`src/rtl/core/sha_pkg.sv`:
```
// ----------------------------------------------------------------------------
// sha_pkg
// shared types, constants and round functions of the sha-256 hash engine
// ----------------------------------------------------------------------------
`timescale 1ns / 1ps
`default_nettype none

package sha_pkg;

	localparam int unsigned LEN_COUNT_BITS_DEF = 61;

	localparam logic [7:0] PAD_BYTE = 8'h80;

	// top level sequencer
	typedef enum logic [2:0] {
		ST_IDLE,
		ST_HASH,
		ST_PAD,
		ST_FILL,
		ST_LEN_HI,
		ST_LEN_LO,
		ST_SEND
	} sha_state_t;

	// padding progress of the current message
	typedef enum logic [1:0] {
		PH_NONE,
		PH_OWED,
		PH_FILL,
		PH_FINAL
	} sha_phase_t;

	// commands from the sequencer to the compression unit
	typedef struct packed {
		logic        push;
		logic [31:0] push_word;
		logic        start;
		logic        init_chain;
		logic        rotate;
	} sha_cmd_t;

	function automatic logic [31:0] bsig0(input logic [31:0] x);
		return {x[1:0], x[31:2]} ^ {x[12:0], x[31:13]} ^ {x[21:0], x[31:22]};
	endfunction

	function automatic logic [31:0] bsig1(input logic [31:0] x);
		return {x[5:0], x[31:6]} ^ {x[10:0], x[31:11]} ^ {x[24:0], x[31:25]};
	endfunction

	function automatic logic [31:0] ssig0(input logic [31:0] x);
		return {x[6:0], x[31:7]} ^ {x[17:0], x[31:18]} ^ {3'b000, x[31:3]};
	endfunction

	function automatic logic [31:0] ssig1(input logic [31:0] x);
		return {x[16:0], x[31:17]} ^ {x[18:0], x[31:19]} ^ {10'b0, x[31:10]};
	endfunction

	function automatic logic [31:0] iv_word(input logic [2:0] idx);
		logic [31:0] r;
		case (idx)
			3'd0: r = 32'h6a09e667;
			3'd1: r = 32'hbb67ae85;
			3'd2: r = 32'h3c6ef372;
			3'd3: r = 32'ha54ff53a;
			3'd4: r = 32'h510e527f;
			3'd5: r = 32'h9b05688c;
			3'd6: r = 32'h1f83d9ab;
			3'd7: r = 32'h5be0cd19;
			default: r = 32'h0;
		endcase
		return r;
	endfunction

	function automatic logic [31:0] k_word(input logic [5:0] idx);
		logic [31:0] r;
		case (idx)
			6'd0:  r = 32'h428a2f98;
			6'd1:  r = 32'h71374491;
			6'd2:  r = 32'hb5c0fbcf;
			6'd3:  r = 32'he9b5dba5;
			6'd4:  r = 32'h3956c25b;
			6'd5:  r = 32'h59f111f1;
			6'd6:  r = 32'h923f82a4;
			6'd7:  r = 32'hab1c5ed5;
			6'd8:  r = 32'hd807aa98;
			6'd9:  r = 32'h12835b01;
			6'd10: r = 32'h243185be;
			6'd11: r = 32'h550c7dc3;
			6'd12: r = 32'h72be5d74;
			6'd13: r = 32'h80deb1fe;
			6'd14: r = 32'h9bdc06a7;
			6'd15: r = 32'hc19bf174;
			6'd16: r = 32'he49b69c1;
			6'd17: r = 32'hefbe4786;
			6'd18: r = 32'h0fc19dc6;
			6'd19: r = 32'h240ca1cc;
			6'd20: r = 32'h2de92c6f;
			6'd21: r = 32'h4a7484aa;
			6'd22: r = 32'h5cb0a9dc;
			6'd23: r = 32'h76f988da;
			6'd24: r = 32'h983e5152;
			6'd25: r = 32'ha831c66d;
			6'd26: r = 32'hb00327c8;
			6'd27: r = 32'hbf597fc7;
			6'd28: r = 32'hc6e00bf3;
			6'd29: r = 32'hd5a79147;
			6'd30: r = 32'h06ca6351;
			6'd31: r = 32'h14292967;
			6'd32: r = 32'h27b70a85;
			6'd33: r = 32'h2e1b2138;
			6'd34: r = 32'h4d2c6dfc;
			6'd35: r = 32'h53380d13;
			6'd36: r = 32'h650a7354;
			6'd37: r = 32'h766a0abb;
			6'd38: r = 32'h81c2c92e;
			6'd39: r = 32'h92722c85;
			6'd40: r = 32'ha2bfe8a1;
			6'd41: r = 32'ha81a664b;
			6'd42: r = 32'hc24b8b70;
			6'd43: r = 32'hc76c51a3;
			6'd44: r = 32'hd192e819;
			6'd45: r = 32'hd6990624;
			6'd46: r = 32'hf40e3585;
			6'd47: r = 32'h106aa070;
			6'd48: r = 32'h19a4c116;
			6'd49: r = 32'h1e376c08;
			6'd50: r = 32'h2748774c;
			6'd51: r = 32'h34b0bcb5;
			6'd52: r = 32'h391c0cb3;
			6'd53: r = 32'h4ed8aa4a;
			6'd54: r = 32'h5b9cca4f;
			6'd55: r = 32'h682e6ff3;
			6'd56: r = 32'h748f82ee;
			6'd57: r = 32'h78a5636f;
			6'd58: r = 32'h84c87814;
			6'd59: r = 32'h8cc70208;
			6'd60: r = 32'h90befffa;
			6'd61: r = 32'ha4506ceb;
			6'd62: r = 32'hbef9a3f7;
			6'd63: r = 32'hc67178f2;
			default: r = 32'h0;
		endcase
		return r;
	endfunction

endpackage

`default_nettype wire

```
`src/rtl/core/sha_in_if.sv`:
```
// ----------------------------------------------------------------------------
// sha_in_if
// message byte channel: valid/ready handshake with one byte request
// ----------------------------------------------------------------------------
`timescale 1ns / 1ps
`default_nettype none

interface sha_in_if;
	logic       valid;
	logic       ready;
	logic [7:0] data_byte;
	logic       has_byte;
	logic       end_of_message;

	modport source (output valid, output data_byte, output has_byte,
		output end_of_message, input ready);
	modport sink (input valid, input data_byte, input has_byte,
		input end_of_message, output ready);
endinterface

`default_nettype wire

```
`src/rtl/core/sha_out_if.sv`:
```
// ----------------------------------------------------------------------------
// sha_out_if
// digest word channel: valid/ready handshake with one digest word request
// ----------------------------------------------------------------------------
`timescale 1ns / 1ps
`default_nettype none

interface sha_out_if;
	logic        valid;
	logic        ready;
	logic [31:0] digest_word;
	logic [2:0]  word_index;
	logic        last_word;

	modport source (output valid, output digest_word, output word_index,
		output last_word, input ready);
	modport sink (input valid, input digest_word, input word_index,
		input last_word, output ready);
endinterface

`default_nettype wire

```
`src/rtl/core/sha_compress.sv`:
```
// ----------------------------------------------------------------------------
// sha_compress
// schedule window, one-round-per-cycle compression unit and chaining value
// ----------------------------------------------------------------------------
`timescale 1ns / 1ps
`default_nettype none

module sha_compress import sha_pkg::*; (
	input  wire logic        clk,
	input  wire logic        arst_n,
	input  wire sha_cmd_t    cmd,
	output logic             done,
	output logic [31:0]      chain_word
);

	logic [31:0] win_q [16];
	logic [31:0] var_q [8];
	logic [31:0] chain_q [8];
	logic [5:0]  rnd_q;
	logic        busy_q;
	logic        fold_q;

	logic [31:0] t1;
	logic [31:0] t2;
	logic [31:0] ch;
	logic [31:0] mj;
	logic [31:0] w_next;

	// one round; window slot 0 always holds the word of the current round
	always_comb begin
		ch = (var_q[4] & var_q[5]) ^ (~var_q[4] & var_q[6]);
		mj = (var_q[0] & var_q[1]) ^ (var_q[0] & var_q[2]) ^ (var_q[1] & var_q[2]);
		t1 = var_q[7] + bsig1(var_q[4]) + ch + k_word(rnd_q) + win_q[0];
		t2 = bsig0(var_q[0]) + mj;
		w_next = ssig1(win_q[14]) + win_q[9] + ssig0(win_q[1]) + win_q[0];
	end

	// schedule window as a shift line
	always_ff @(posedge clk) begin
		if (cmd.push) begin
			for (int i = 0; i < 15; i++) win_q[i] <= win_q[i + 1];
			win_q[15] <= cmd.push_word;
		end else if (busy_q) begin
			for (int i = 0; i < 15; i++) win_q[i] <= win_q[i + 1];
			win_q[15] <= w_next;
		end
	end

	always_ff @(posedge clk) begin
		if (cmd.start) begin
			for (int i = 0; i < 8; i++) var_q[i] <= chain_q[i];
		end else if (busy_q) begin
			var_q[7] <= var_q[6];
			var_q[6] <= var_q[5];
			var_q[5] <= var_q[4];
			var_q[4] <= var_q[3] + t1;
			var_q[3] <= var_q[2];
			var_q[2] <= var_q[1];
			var_q[1] <= var_q[0];
			var_q[0] <= t1 + t2;
		end
	end

	always_ff @(posedge clk or negedge arst_n) begin
		if (!arst_n) begin
			busy_q <= 1'b0;
			fold_q <= 1'b0;
			rnd_q  <= '0;
		end else begin
			fold_q <= busy_q && (rnd_q == 6'd63);
			if (cmd.start) begin
				busy_q <= 1'b1;
				rnd_q  <= '0;
			end else if (busy_q) begin
				rnd_q <= rnd_q + 6'd1;
				if (rnd_q == 6'd63) busy_q <= 1'b0;
			end
		end
	end

	// chaining value: initial load, feed-forward add, rotate for readout
	always_ff @(posedge clk or negedge arst_n) begin
		if (!arst_n) begin
			for (int i = 0; i < 8; i++) chain_q[i] <= iv_word(3'(i));
		end else if (cmd.init_chain) begin
			for (int i = 0; i < 8; i++) chain_q[i] <= iv_word(3'(i));
		end else if (cmd.rotate) begin
			for (int i = 0; i < 7; i++) chain_q[i] <= chain_q[i + 1];
			chain_q[7] <= chain_q[0];
		end else if (fold_q) begin
			for (int i = 0; i < 8; i++) chain_q[i] <= chain_q[i] + var_q[i];
		end
	end

	assign done       = fold_q;
	assign chain_word = chain_q[0];

	a_start_idle: assert property (@(posedge clk) disable iff (!arst_n)
		cmd.start |-> (!busy_q && !fold_q))
		else $error("compression started while a block is in flight");

	a_fold_after_last: assert property (@(posedge clk) disable iff (!arst_n)
		(busy_q && rnd_q == 6'd63) |=> (fold_q && !busy_q))
		else $error("feed-forward add did not follow the last round");

	a_push_quiet: assert property (@(posedge clk) disable iff (!arst_n)
		cmd.push |-> (!busy_q && !fold_q))
		else $error("schedule word pushed during compression");

endmodule

`default_nettype wire

```
`src/rtl/core/sha256_hash_engine.sv`:
```
// ----------------------------------------------------------------------------
// sha256_hash_engine
// streaming sha-256: message bytes in, eight digest words out per message
// ----------------------------------------------------------------------------
// A request on msg carries at most one message byte; end_of_message closes the
// message after that byte. Byte requests are taken back to back, except the
// 64th byte of a block, after which the block is compressed by a single round
// unit at one round per cycle, 64 rounds and then the chaining add, with
// msg.ready low throughout. The end request starts the padding sequencer: the
// 0x80 word, zero words up to word 13, an idle step at the length slot, the
// two bit-length words, then one compression (two when 56 or more bytes sit
// in the last block, the first of them filled with zero words up to word 15).
// The eight digest words then leave on digest, word 0 first, one per accepted
// request; msg.ready comes back after the eighth. A request with neither a
// byte nor an end mark is taken and does nothing. The byte count wraps at
// 2**LEN_COUNT_BITS and the appended length is eight times the wrapped count.
// ----------------------------------------------------------------------------
`timescale 1ns / 1ps
`default_nettype none

module sha256_hash_engine import sha_pkg::*; #(
	parameter int unsigned LEN_COUNT_BITS = LEN_COUNT_BITS_DEF
) (
	input  wire logic  clk,
	input  wire logic  arst_n,
	sha_in_if.sink     msg,
	sha_out_if.source  digest
);

	sha_state_t              st_q;
	sha_state_t              st_d;
	sha_phase_t              ph_q;
	logic [LEN_COUNT_BITS-1:0] count_q;
	logic [3:0]              widx_q;    // words pushed into the current block
	logic [2:0]              idx_q;     // digest word being sent
	logic [31:0]             acc_q;     // partial big-endian word

	sha_cmd_t    cmd;
	logic        core_done;
	logic [31:0] chain_word;

	logic        msg_acc;
	logic        dig_acc;
	logic [1:0]  bpos;
	logic        word_full;
	logic        block_full;
	logic [31:0] byte_word;
	logic [31:0] pad_word;
	logic [63:0] bit_len;

	assign msg_acc    = msg.valid && msg.ready;
	assign dig_acc    = digest.valid && digest.ready;
	assign bpos       = count_q[1:0];
	assign word_full  = msg.has_byte && (bpos == 2'd3);
	assign block_full = word_full && (widx_q == 4'd15);
	assign byte_word  = {acc_q[31:8], msg.data_byte};
	assign bit_len    = 64'(count_q) << 3;

	// pad byte lands right after the last message byte, rest of word is zero
	always_comb begin
		case (bpos)
			2'd0:    pad_word = {PAD_BYTE, 24'h0};
			2'd1:    pad_word = {acc_q[31:24], PAD_BYTE, 16'h0};
			2'd2:    pad_word = {acc_q[31:16], PAD_BYTE, 8'h0};
			2'd3:    pad_word = {acc_q[31:8], PAD_BYTE};
			default: pad_word = {PAD_BYTE, 24'h0};
		endcase
	end

	// next state
	always_comb begin
		st_d = st_q;
		case (st_q)
			ST_IDLE: begin
				if (msg_acc) begin
					if (block_full) st_d = ST_HASH;
					else if (msg.end_of_message) st_d = ST_PAD;
				end
			end
			ST_HASH: begin
				if (core_done) begin
					case (ph_q)
						PH_FINAL: st_d = ST_SEND;
						PH_OWED:  st_d = ST_PAD;
						PH_FILL:  st_d = ST_FILL;
						default:  st_d = ST_IDLE;
					endcase
				end
			end
			ST_PAD: begin
				st_d = (widx_q == 4'd15) ? ST_HASH : ST_FILL;
			end
			ST_FILL: begin
				if (widx_q == 4'd14) st_d = ST_LEN_HI;
				else if (widx_q == 4'd15) st_d = ST_HASH;
			end
			ST_LEN_HI: st_d = ST_LEN_LO;
			ST_LEN_LO: st_d = ST_HASH;
			ST_SEND: begin
				if (dig_acc && (idx_q == 3'd7)) st_d = ST_IDLE;
			end
			default: st_d = ST_IDLE;
		endcase
	end

	// outputs and commands to the compression unit
	always_comb begin
		cmd          = '0;
		msg.ready    = 1'b0;
		digest.valid = 1'b0;
		case (st_q)
			ST_IDLE: begin
				msg.ready = 1'b1;
				if (msg_acc && word_full) begin
					cmd.push      = 1'b1;
					cmd.push_word = byte_word;
					cmd.start     = block_full;
				end
			end
			ST_PAD: begin
				cmd.push      = 1'b1;
				cmd.push_word = pad_word;
				cmd.start     = (widx_q == 4'd15);
			end
			ST_FILL: begin
				// zero words up to the length slot, or to the end of an overflow block
				if (widx_q != 4'd14) begin
					cmd.push  = 1'b1;
					cmd.start = (widx_q == 4'd15);
				end
			end
			ST_LEN_HI: begin
				cmd.push      = 1'b1;
				cmd.push_word = bit_len[63:32];
			end
			ST_LEN_LO: begin
				cmd.push      = 1'b1;
				cmd.push_word = bit_len[31:0];
				cmd.start     = 1'b1;
			end
			ST_SEND: begin
				digest.valid = 1'b1;
				if (dig_acc) begin
					cmd.rotate     = 1'b1;
					cmd.init_chain = (idx_q == 3'd7);
				end
			end
			default: ;
		endcase
	end

	assign digest.digest_word = chain_word;
	assign digest.word_index  = idx_q;
	assign digest.last_word   = (idx_q == 3'd7);

	always_ff @(posedge clk or negedge arst_n) begin
		if (!arst_n) begin
			st_q    <= ST_IDLE;
			ph_q    <= PH_NONE;
			count_q <= '0;
			widx_q  <= '0;
			idx_q   <= '0;
		end else begin
			st_q <= st_d;
			if (cmd.push) widx_q <= widx_q + 4'd1;
			if (dig_acc) idx_q <= idx_q + 3'd1;
			case (st_q)
				ST_IDLE: begin
					if (msg_acc && msg.has_byte) count_q <= count_q + LEN_COUNT_BITS'(1);
					if (msg_acc && msg.end_of_message) ph_q <= PH_OWED;
				end
				ST_PAD:    ph_q <= PH_FILL;
				ST_LEN_LO: ph_q <= PH_FINAL;
				ST_SEND: begin
					if (dig_acc && (idx_q == 3'd7)) begin
						count_q <= '0;
						ph_q    <= PH_NONE;
					end
				end
				default: ;
			endcase
		end
	end

	// byte packing, big-endian; a new word starts clean
	always_ff @(posedge clk) begin
		if (msg_acc && msg.has_byte) begin
			case (bpos)
				2'd0:    acc_q <= {msg.data_byte, 24'h0};
				2'd1:    acc_q[23:16] <= msg.data_byte;
				2'd2:    acc_q[15:8] <= msg.data_byte;
				2'd3:    acc_q[7:0] <= msg.data_byte;
				default: acc_q <= {msg.data_byte, 24'h0};
			endcase
		end
	end

	sha_compress u_compress (
		.clk        (clk),
		.arst_n     (arst_n),
		.cmd        (cmd),
		.done       (core_done),
		.chain_word (chain_word)
	);

	a_no_overlap: assert property (@(posedge clk) disable iff (!arst_n)
		msg.ready |-> !digest.valid)
		else $error("byte request taken while digest words are pending");

	a_done_in_hash: assert property (@(posedge clk) disable iff (!arst_n)
		core_done |-> (st_q == ST_HASH))
		else $error("compression finished outside the hash wait");

	a_len_slot: assert property (@(posedge clk) disable iff (!arst_n)
		(st_q == ST_LEN_HI) |-> (widx_q == 4'd14))
		else $error("length words not aligned to the end of the block");

	a_send_run: assert property (@(posedge clk) disable iff (!arst_n)
		(dig_acc && !digest.last_word) |=> digest.valid)
		else $error("digest output stopped before the eighth word");

	a_clean_restart: assert property (@(posedge clk) disable iff (!arst_n)
		(dig_acc && digest.last_word) |=> (widx_q == 4'd0 && count_q == '0
			&& ph_q == PH_NONE))
		else $error("message state not cleared after the digest");

endmodule

`default_nettype wire
```
`src/flat_wrapper.sv`:
```
// flat-port wrapper written by rule: the top's interface ports become plain ports
module sha256_hash_engine_flat import sha_pkg::*;
#(
	parameter int unsigned LEN_COUNT_BITS = LEN_COUNT_BITS_DEF
)
  (clk, arst_n, msg_valid, msg_data_byte, msg_has_byte, msg_end_of_message, msg_ready, digest_valid, digest_digest_word, digest_word_index, digest_last_word, digest_ready);
  sha_in_if msg_i ();
  sha_out_if digest_i ();
  input  wire logic clk;
  input  wire logic arst_n;
  input wire logic [$bits(msg_i.valid)-1:0] msg_valid;
  input wire logic [$bits(msg_i.data_byte)-1:0] msg_data_byte;
  input wire logic [$bits(msg_i.has_byte)-1:0] msg_has_byte;
  input wire logic [$bits(msg_i.end_of_message)-1:0] msg_end_of_message;
  output wire logic [$bits(msg_i.ready)-1:0] msg_ready;
  output wire logic [$bits(digest_i.valid)-1:0] digest_valid;
  output wire logic [$bits(digest_i.digest_word)-1:0] digest_digest_word;
  output wire logic [$bits(digest_i.word_index)-1:0] digest_word_index;
  output wire logic [$bits(digest_i.last_word)-1:0] digest_last_word;
  input wire logic [$bits(digest_i.ready)-1:0] digest_ready;
  assign msg_i.valid = msg_valid;
  assign msg_i.data_byte = msg_data_byte;
  assign msg_i.has_byte = msg_has_byte;
  assign msg_i.end_of_message = msg_end_of_message;
  assign msg_ready = msg_i.ready;
  assign digest_valid = digest_i.valid;
  assign digest_digest_word = digest_i.digest_word;
  assign digest_word_index = digest_i.word_index;
  assign digest_last_word = digest_i.last_word;
  assign digest_i.ready = digest_ready;
  sha256_hash_engine #(.LEN_COUNT_BITS(LEN_COUNT_BITS)) u_core (.clk(clk), .arst_n(arst_n), .msg(msg_i), .digest(digest_i));
endmodule
```
`config.mk`:
```
export PLATFORM = sky130hd
export DESIGN_NAME = sha256_hash_engine_flat
export DESIGN_NICKNAME = d
export VERILOG_FILES = /design/src/rtl/core/sha_pkg.sv /design/src/rtl/core/sha_in_if.sv /design/src/rtl/core/sha_out_if.sv /design/src/rtl/core/sha_compress.sv /design/src/rtl/core/sha256_hash_engine.sv /design/src/flat_wrapper.sv
export SDC_FILE = /design/constraint.sdc
export NUM_CORES = 2
export LEC_CHECK = 0
export BUFFER_PORTS_ARGS = -buffer_cell sky130_fd_sc_hd__clkbuf_2
export CAP_MARGIN = 5
export CORE_ASPECT_RATIO = 2
export CORE_UTILIZATION = 60
export CTS_CLUSTER_SIZE = 8
export DETAILED_ROUTE_END_ITERATION = 7
export GPL_TIMING_DRIVEN = 0
export PLACE_DENSITY_LB_ADDON = 0.3
export SKIP_CTS_REPAIR_TIMING = 1
export SLEW_MARGIN = 20
export SYNTH_ARGS = -nofsm -noshare
export SYNTH_HDL_FRONTEND = slang
export SYNTH_SLANG_ARGS = --single-unit
```
`constraint.sdc`:
```
create_clock -name clk -period 16 [get_ports clk]
set_input_delay 3.2 -clock clk [delete_from_list [all_inputs] [get_ports clk]]
set_output_delay 3.2 -clock clk [all_outputs]
set_load 0.1 [all_outputs]
```
==> results.toml, run 1 <==
[placement]
place_hpwl_mm = 253
port_buffers = 51
place_area_sq_um = 74000
place.gp.congestion = 1.14
dp_slack_ns = 2.30

[synth]
synth_cell_types = 90
yosysWarnings = 0
syn-num-nets = 7223
syn_inst = 6613
synth_ff_type = "edfxtp_1"
netlist_area_sq_um = 71200
yosysSeqAreaShare_pct = 45.5
async_flop_share_pct = 29.8
syn_avg_cell_area_sq_um = 10.8
synth.ff_latch_count = 1129
synth_edf_count = 792

[status]
status = "stopped before the end"
lastStage = "global routing (5_1_grt)"
stop_error = "[ERROR GRT-0116] Global routing finished with congestion. Check the congestion regions in the DRC Viewer."

[floorplan]
die_y_microns = 489
start_util_pct = 60.5
num_rows = 178
die_w_microns = 246
io-pin-count = 52

[global_routing]
grt_pass1_wl_mm = 598
grt-ovfl-total = 819
grt_pass1_vias = 71300
grt_use_total_pct = 69.2
grt_start_max_net_pins = 80

[cts]
numCtsBuffers = 159
cts_buffer_depth = 3
cts-root-buf = "clkbuf_16"
cts.htree.levels = 4
clock_sinks = 1129
==> cell families after synthesis <==
| family | Yosys count | share of synthesized area, % |
|---|---|---|
| adder cells (fa/ha/maj) | 600 | 12.6 |
| flip-flops | 1129 | 45.5 |
| XOR/XNOR | 624 | 7.68 |
| multiplexers | 339 | 5.34 |
| AO/OA/AOI/OAI | 1832 | 15.8 |
| AND/OR/NAND/NOR | 1394 | 9.22 |
| buffers and inverters | 695 | 3.87 |
==> synthesized netlist by cell type (32+ instances only) <==
master / number / area share, %
and3_1: 60 / 0.53
a21o_1: 229 / 2.4
mux2_2: 214 / 3.4
and2_1: 39 / 0.34
edfxtp_1: 792 / 33
nor3_1: 185 / 1.3
a21oi_1: 628 / 4.4
clkbuf_1: 267 / 1.4
o21bai_1: 45 / 0.47
a211oi_1: 60 / 0.63
ha_1: 401 / 7.0
nand2b_1: 68 / 0.60
inv_1: 342 / 1.8
nand3_1: 137 / 0.96
mux2i_1: 114 / 1.6
buf_4: 32 / 0.34
xor2_1: 220 / 2.7
nor2_1: 350 / 1.8
dfrtp_1: 201 / 7.1
or3_1: 40 / 0.35
nand4_1: 37 / 0.33
dfstp_2: 136 / 5.0
fa_1: 195 / 5.5
xnor2_1: 404 / 5.0
o21a_1: 46 / 0.49
nor2b_1: 42 / 0.37
a31oi_1: 45 / 0.40
o21ai_0: 476 / 3.3
nand2_1: 386 / 2.0
==> stage by stage <==
stage	std cells	hold slack, ns
2_1_floorplan	6613	0.400
3_3_place_gp	8194	0.400
3_5_place_dp	8219	0.405
4_1_cts	8486	0.399
==> metal layers <==
| metal | GRT usage (%) | GRT overflow |
|---|---|---|
| met1 | 65.9 | 4 |
| met5 | 15.2 | 0 |
| met2 | 93.4 | 501 |
| met3 | 44.7 | 10 |
| met4 | 75.9 | 304 |
==> inputs of run 2 (changes only) <==
CORE_ASPECT_RATIO = not set   (was 2)
CORE_UTILIZATION = 40   (was 60)
CTS_CLUSTER_SIZE = not set   (was 8)
PLACE_DENSITY_LB_ADDON = 0.15   (was 0.3)
==> results.toml, run 2 <==
[power]
switchingPower_mw = 1.41
p_per_area_nw_per_um2 = 80.4
p_int_mw = 5.02
p_comb_share_pct = 0.4
switching_share_pct = 22.0
ir_worst_vdd_mv = 0.0991
clkPwrFrac_pct = 51.3
totalPowerFinal_mw = 6.43
p_leak_nw = 31.0
pwr-share-seq_pct = 48.2

[global_routing]
grt-ovfl-total = 0
grt_pass1_wl_mm = 409
grt_use_total_pct = 32.2
antenna_found_initial = 18
grt_start_max_net_pins = 82
grt_pass1_vias = 53800

[synth]
netlist_area_sq_um = 71200
yosysSeqAreaShare_pct = 45.5
syn_inst = 6613
syn-num-nets = 7223
synth_edf_count = 792
synth_cell_types = 90
yosysWarnings = 0
synth_area_leaders = "edfxtp_1 (33%), dfrtp_1 (7.1%), ha_1 (7.0%), fa_1 (5.5%), dfstp_2 (5.0%)"
synth_top_area_share_pct = 33.4
async_flop_share_pct = 29.8
synth_ff_type = "edfxtp_1"
syn_avg_cell_area_sq_um = 10.8
yosysMostFrequentCell = "edfxtp_1"
synth_largest_area_cell = "edfxtp_1"
synth_commonest_cells = "edfxtp_1 (792), a21oi_1 (628), o21ai_0 (476), xnor2_1 (404), ha_1 (401)"
synth.ff_latch_count = 1129

[layout]
final_nets = 7443
reg_top3 = "u_core.u_compress.win_q (512), u_core.u_compress.var_q (256), u_core.u_compress.chain_q (224)"
layout-drive-gt1-share_pct = 11.5
largest_register_ffs = 512
mostFrequentLayoutCells = "edfxtp_1 (792), a21oi_1 (626), o21ai_0 (472)"
final_common_cell = "edfxtp_1"
regMostFlops = "u_core.u_compress.win_q"
area_growth_pct = 12.3
fin_cells = 9297

[cts]
worstSkewPairLatency_ns = 0.84
cts_buffer_depth = 3
clock_sinks = 1129
cts.htree.levels = 4
numCtsBuffers = 137
cts.clk_slew.worst_paths_ns = 0.06
tritoncts = "built"
cts-root-buf = "clkbuf_16"

[floorplan]
start_util_pct = 40.3
die_area_sq_um = 180000
io-pin-count = 52
die_y_microns = 424
core_sq_um = 176000
num_rows = 154
die_w_microns = 424

[drt]
first_pass_iters = 8
drtAntennaViolNets = 0
totalWireLength_mm = 294
vias = 56300
via_per_inst = 6.05
drc = 6
drtIter0Drc = 6831
wl_per_cell_microns = 31.6

[timing]
slew_violations = 0
hold_viol = 0
holdWs_ns = 0.408
worst_slack_ns = 1.95
fmax_ghz = 0.0712
worstMarginPinSlew_ns = 1.31
grt_setup_unrepaired = "no"
slew_headroom_pct = 12.7
layout_min_cycle_time_ns = 14.05
finClkSkew_ns = 0.0580
setup_viol = 0
period_share_pct = 87.8
setup_tns_ns = 0

[status]
status = "complete, but fails checks"
violations = "DRC"

[placement]
port_buffers = 51
place.gp.congestion = 1.01
place_hpwl_mm = 225
dp_slack_ns = 2.22
dp_cells = 9033

[setup_path]
cp_max_fo = 14
worst_path_largest_cell_delay_ns = 0.92
end_kind = "flip-flop"
cp.arrival_ns = 14.57
cpMostUsedCell = "a21oi_1"
critPathLaunchType = "flip-flop"
cp_slowest_cell = "nor2_1"
path_class = "reg2reg"
cp.required_ns = 16.53

[job]
drv_cap = 0

[worst_hold_path]
min_path_type = "reg2reg"
==> run 2: cell counts after synthesis <==
Identical to the previous run, type by type.
==> run 2: cells by family after synthesis <==
group | count (synthesis) | share of synthesized area, %
AOI/OAI and AO/OA | 1832 | 15.8
and+or+nand+nor | 1394 | 9.22
DFF | 1129 | 45.5
buffers and inverters | 695 | 3.87
xor gates and xnor gates | 624 | 7.68
adders and majority gates | 600 | 12.6
muxes | 339 | 5.34
==> run 2: metrics by stage <==
stage | utilization, % | cell area (sq um)
finish | 45.3 | 79900
global route | 45.3 | 79900
CTS | 45.3 | 79900
detailed placement | 42.6 | 75100
global placement | 42.1 | 74400
floorplan | - | 71200
==> run 2: final cells by class <==
class / count / area (sq um)
tap: 2340 / 2930
antenna: 8 / 20.0
inverter: 346 / 1300
buffer: 349 / 1510
fill: 16800 / 96600
timing repair buffer: 81 / 925
clock inverter: 79 / 1070
sequential: 1129 / 32400
multi-input combinational: 4789 / 36100
clock buffer: 176 / 3700
==> run 2: critical path: cells and delay by family (launching register included) <==
family,cells,cell delay [ns]
xor gates and xnor gates,3,1.16
AOI/OAI and AO/OA,16,3.77
and+or+nand+nor,7,2.53
DFF,1,0.67
buffers and inverters,7,2.24
adders and majority gates,7,3.36
==> run 2: path summary, 6_finish.rpt <==
path                                                                      to  slack [ns]                                       from  depth (start not counted)
worst max-delay path                u_core.u_compress.var_q[0][31]$_DFFE_PP_        1.95     u_core.u_compress.rnd_q[0]$_DFFE_PN0P_                         40
worst min-delay path                u_core.u_compress.win_q[1][77]$_DFFE_PP_        0.41  u_core.u_compress.win_q[1][109]$_DFFE_PP_                          0
worst max register to register      u_core.u_compress.var_q[0][31]$_DFFE_PP_        1.95     u_core.u_compress.rnd_q[0]$_DFFE_PN0P_                         40
worst min register to register      u_core.u_compress.win_q[1][77]$_DFFE_PP_        0.41  u_core.u_compress.win_q[1][109]$_DFFE_PP_                          0
max in group asynchronous       u_core.u_compress.chain_word[19]$_DFFE_PN1P_       12.21                                     arst_n                          3
min in group asynchronous           u_core.u_compress.chain_q[5]$_DFFE_PN0P_        2.43                                     arst_n                          1
==> run 2: power groups by stage <==
stage	logic, mW	registers (mW)	clock network (mW)
after floorplan	0.000673	3.16	0
after global placement	0.0249	3.16	0
after detailed placement	0.0290	3.16	0
after CTS	0.0290	3.10	3.35
after global routing	0.0312	3.10	3.46
final	0.0281	3.10	3.30
==> run 2: metal layers <==
metal	track usage [%]	up-vias	share of wire, %
met2	50.0	2713	45
met1	42.2	28500	41
met3	6.96	626	8.3
met5	0	-	0.012
li1	-	24500	-
met4	16.7	4	6.1
Note: power is estimated with default switching activity, not from simulation.
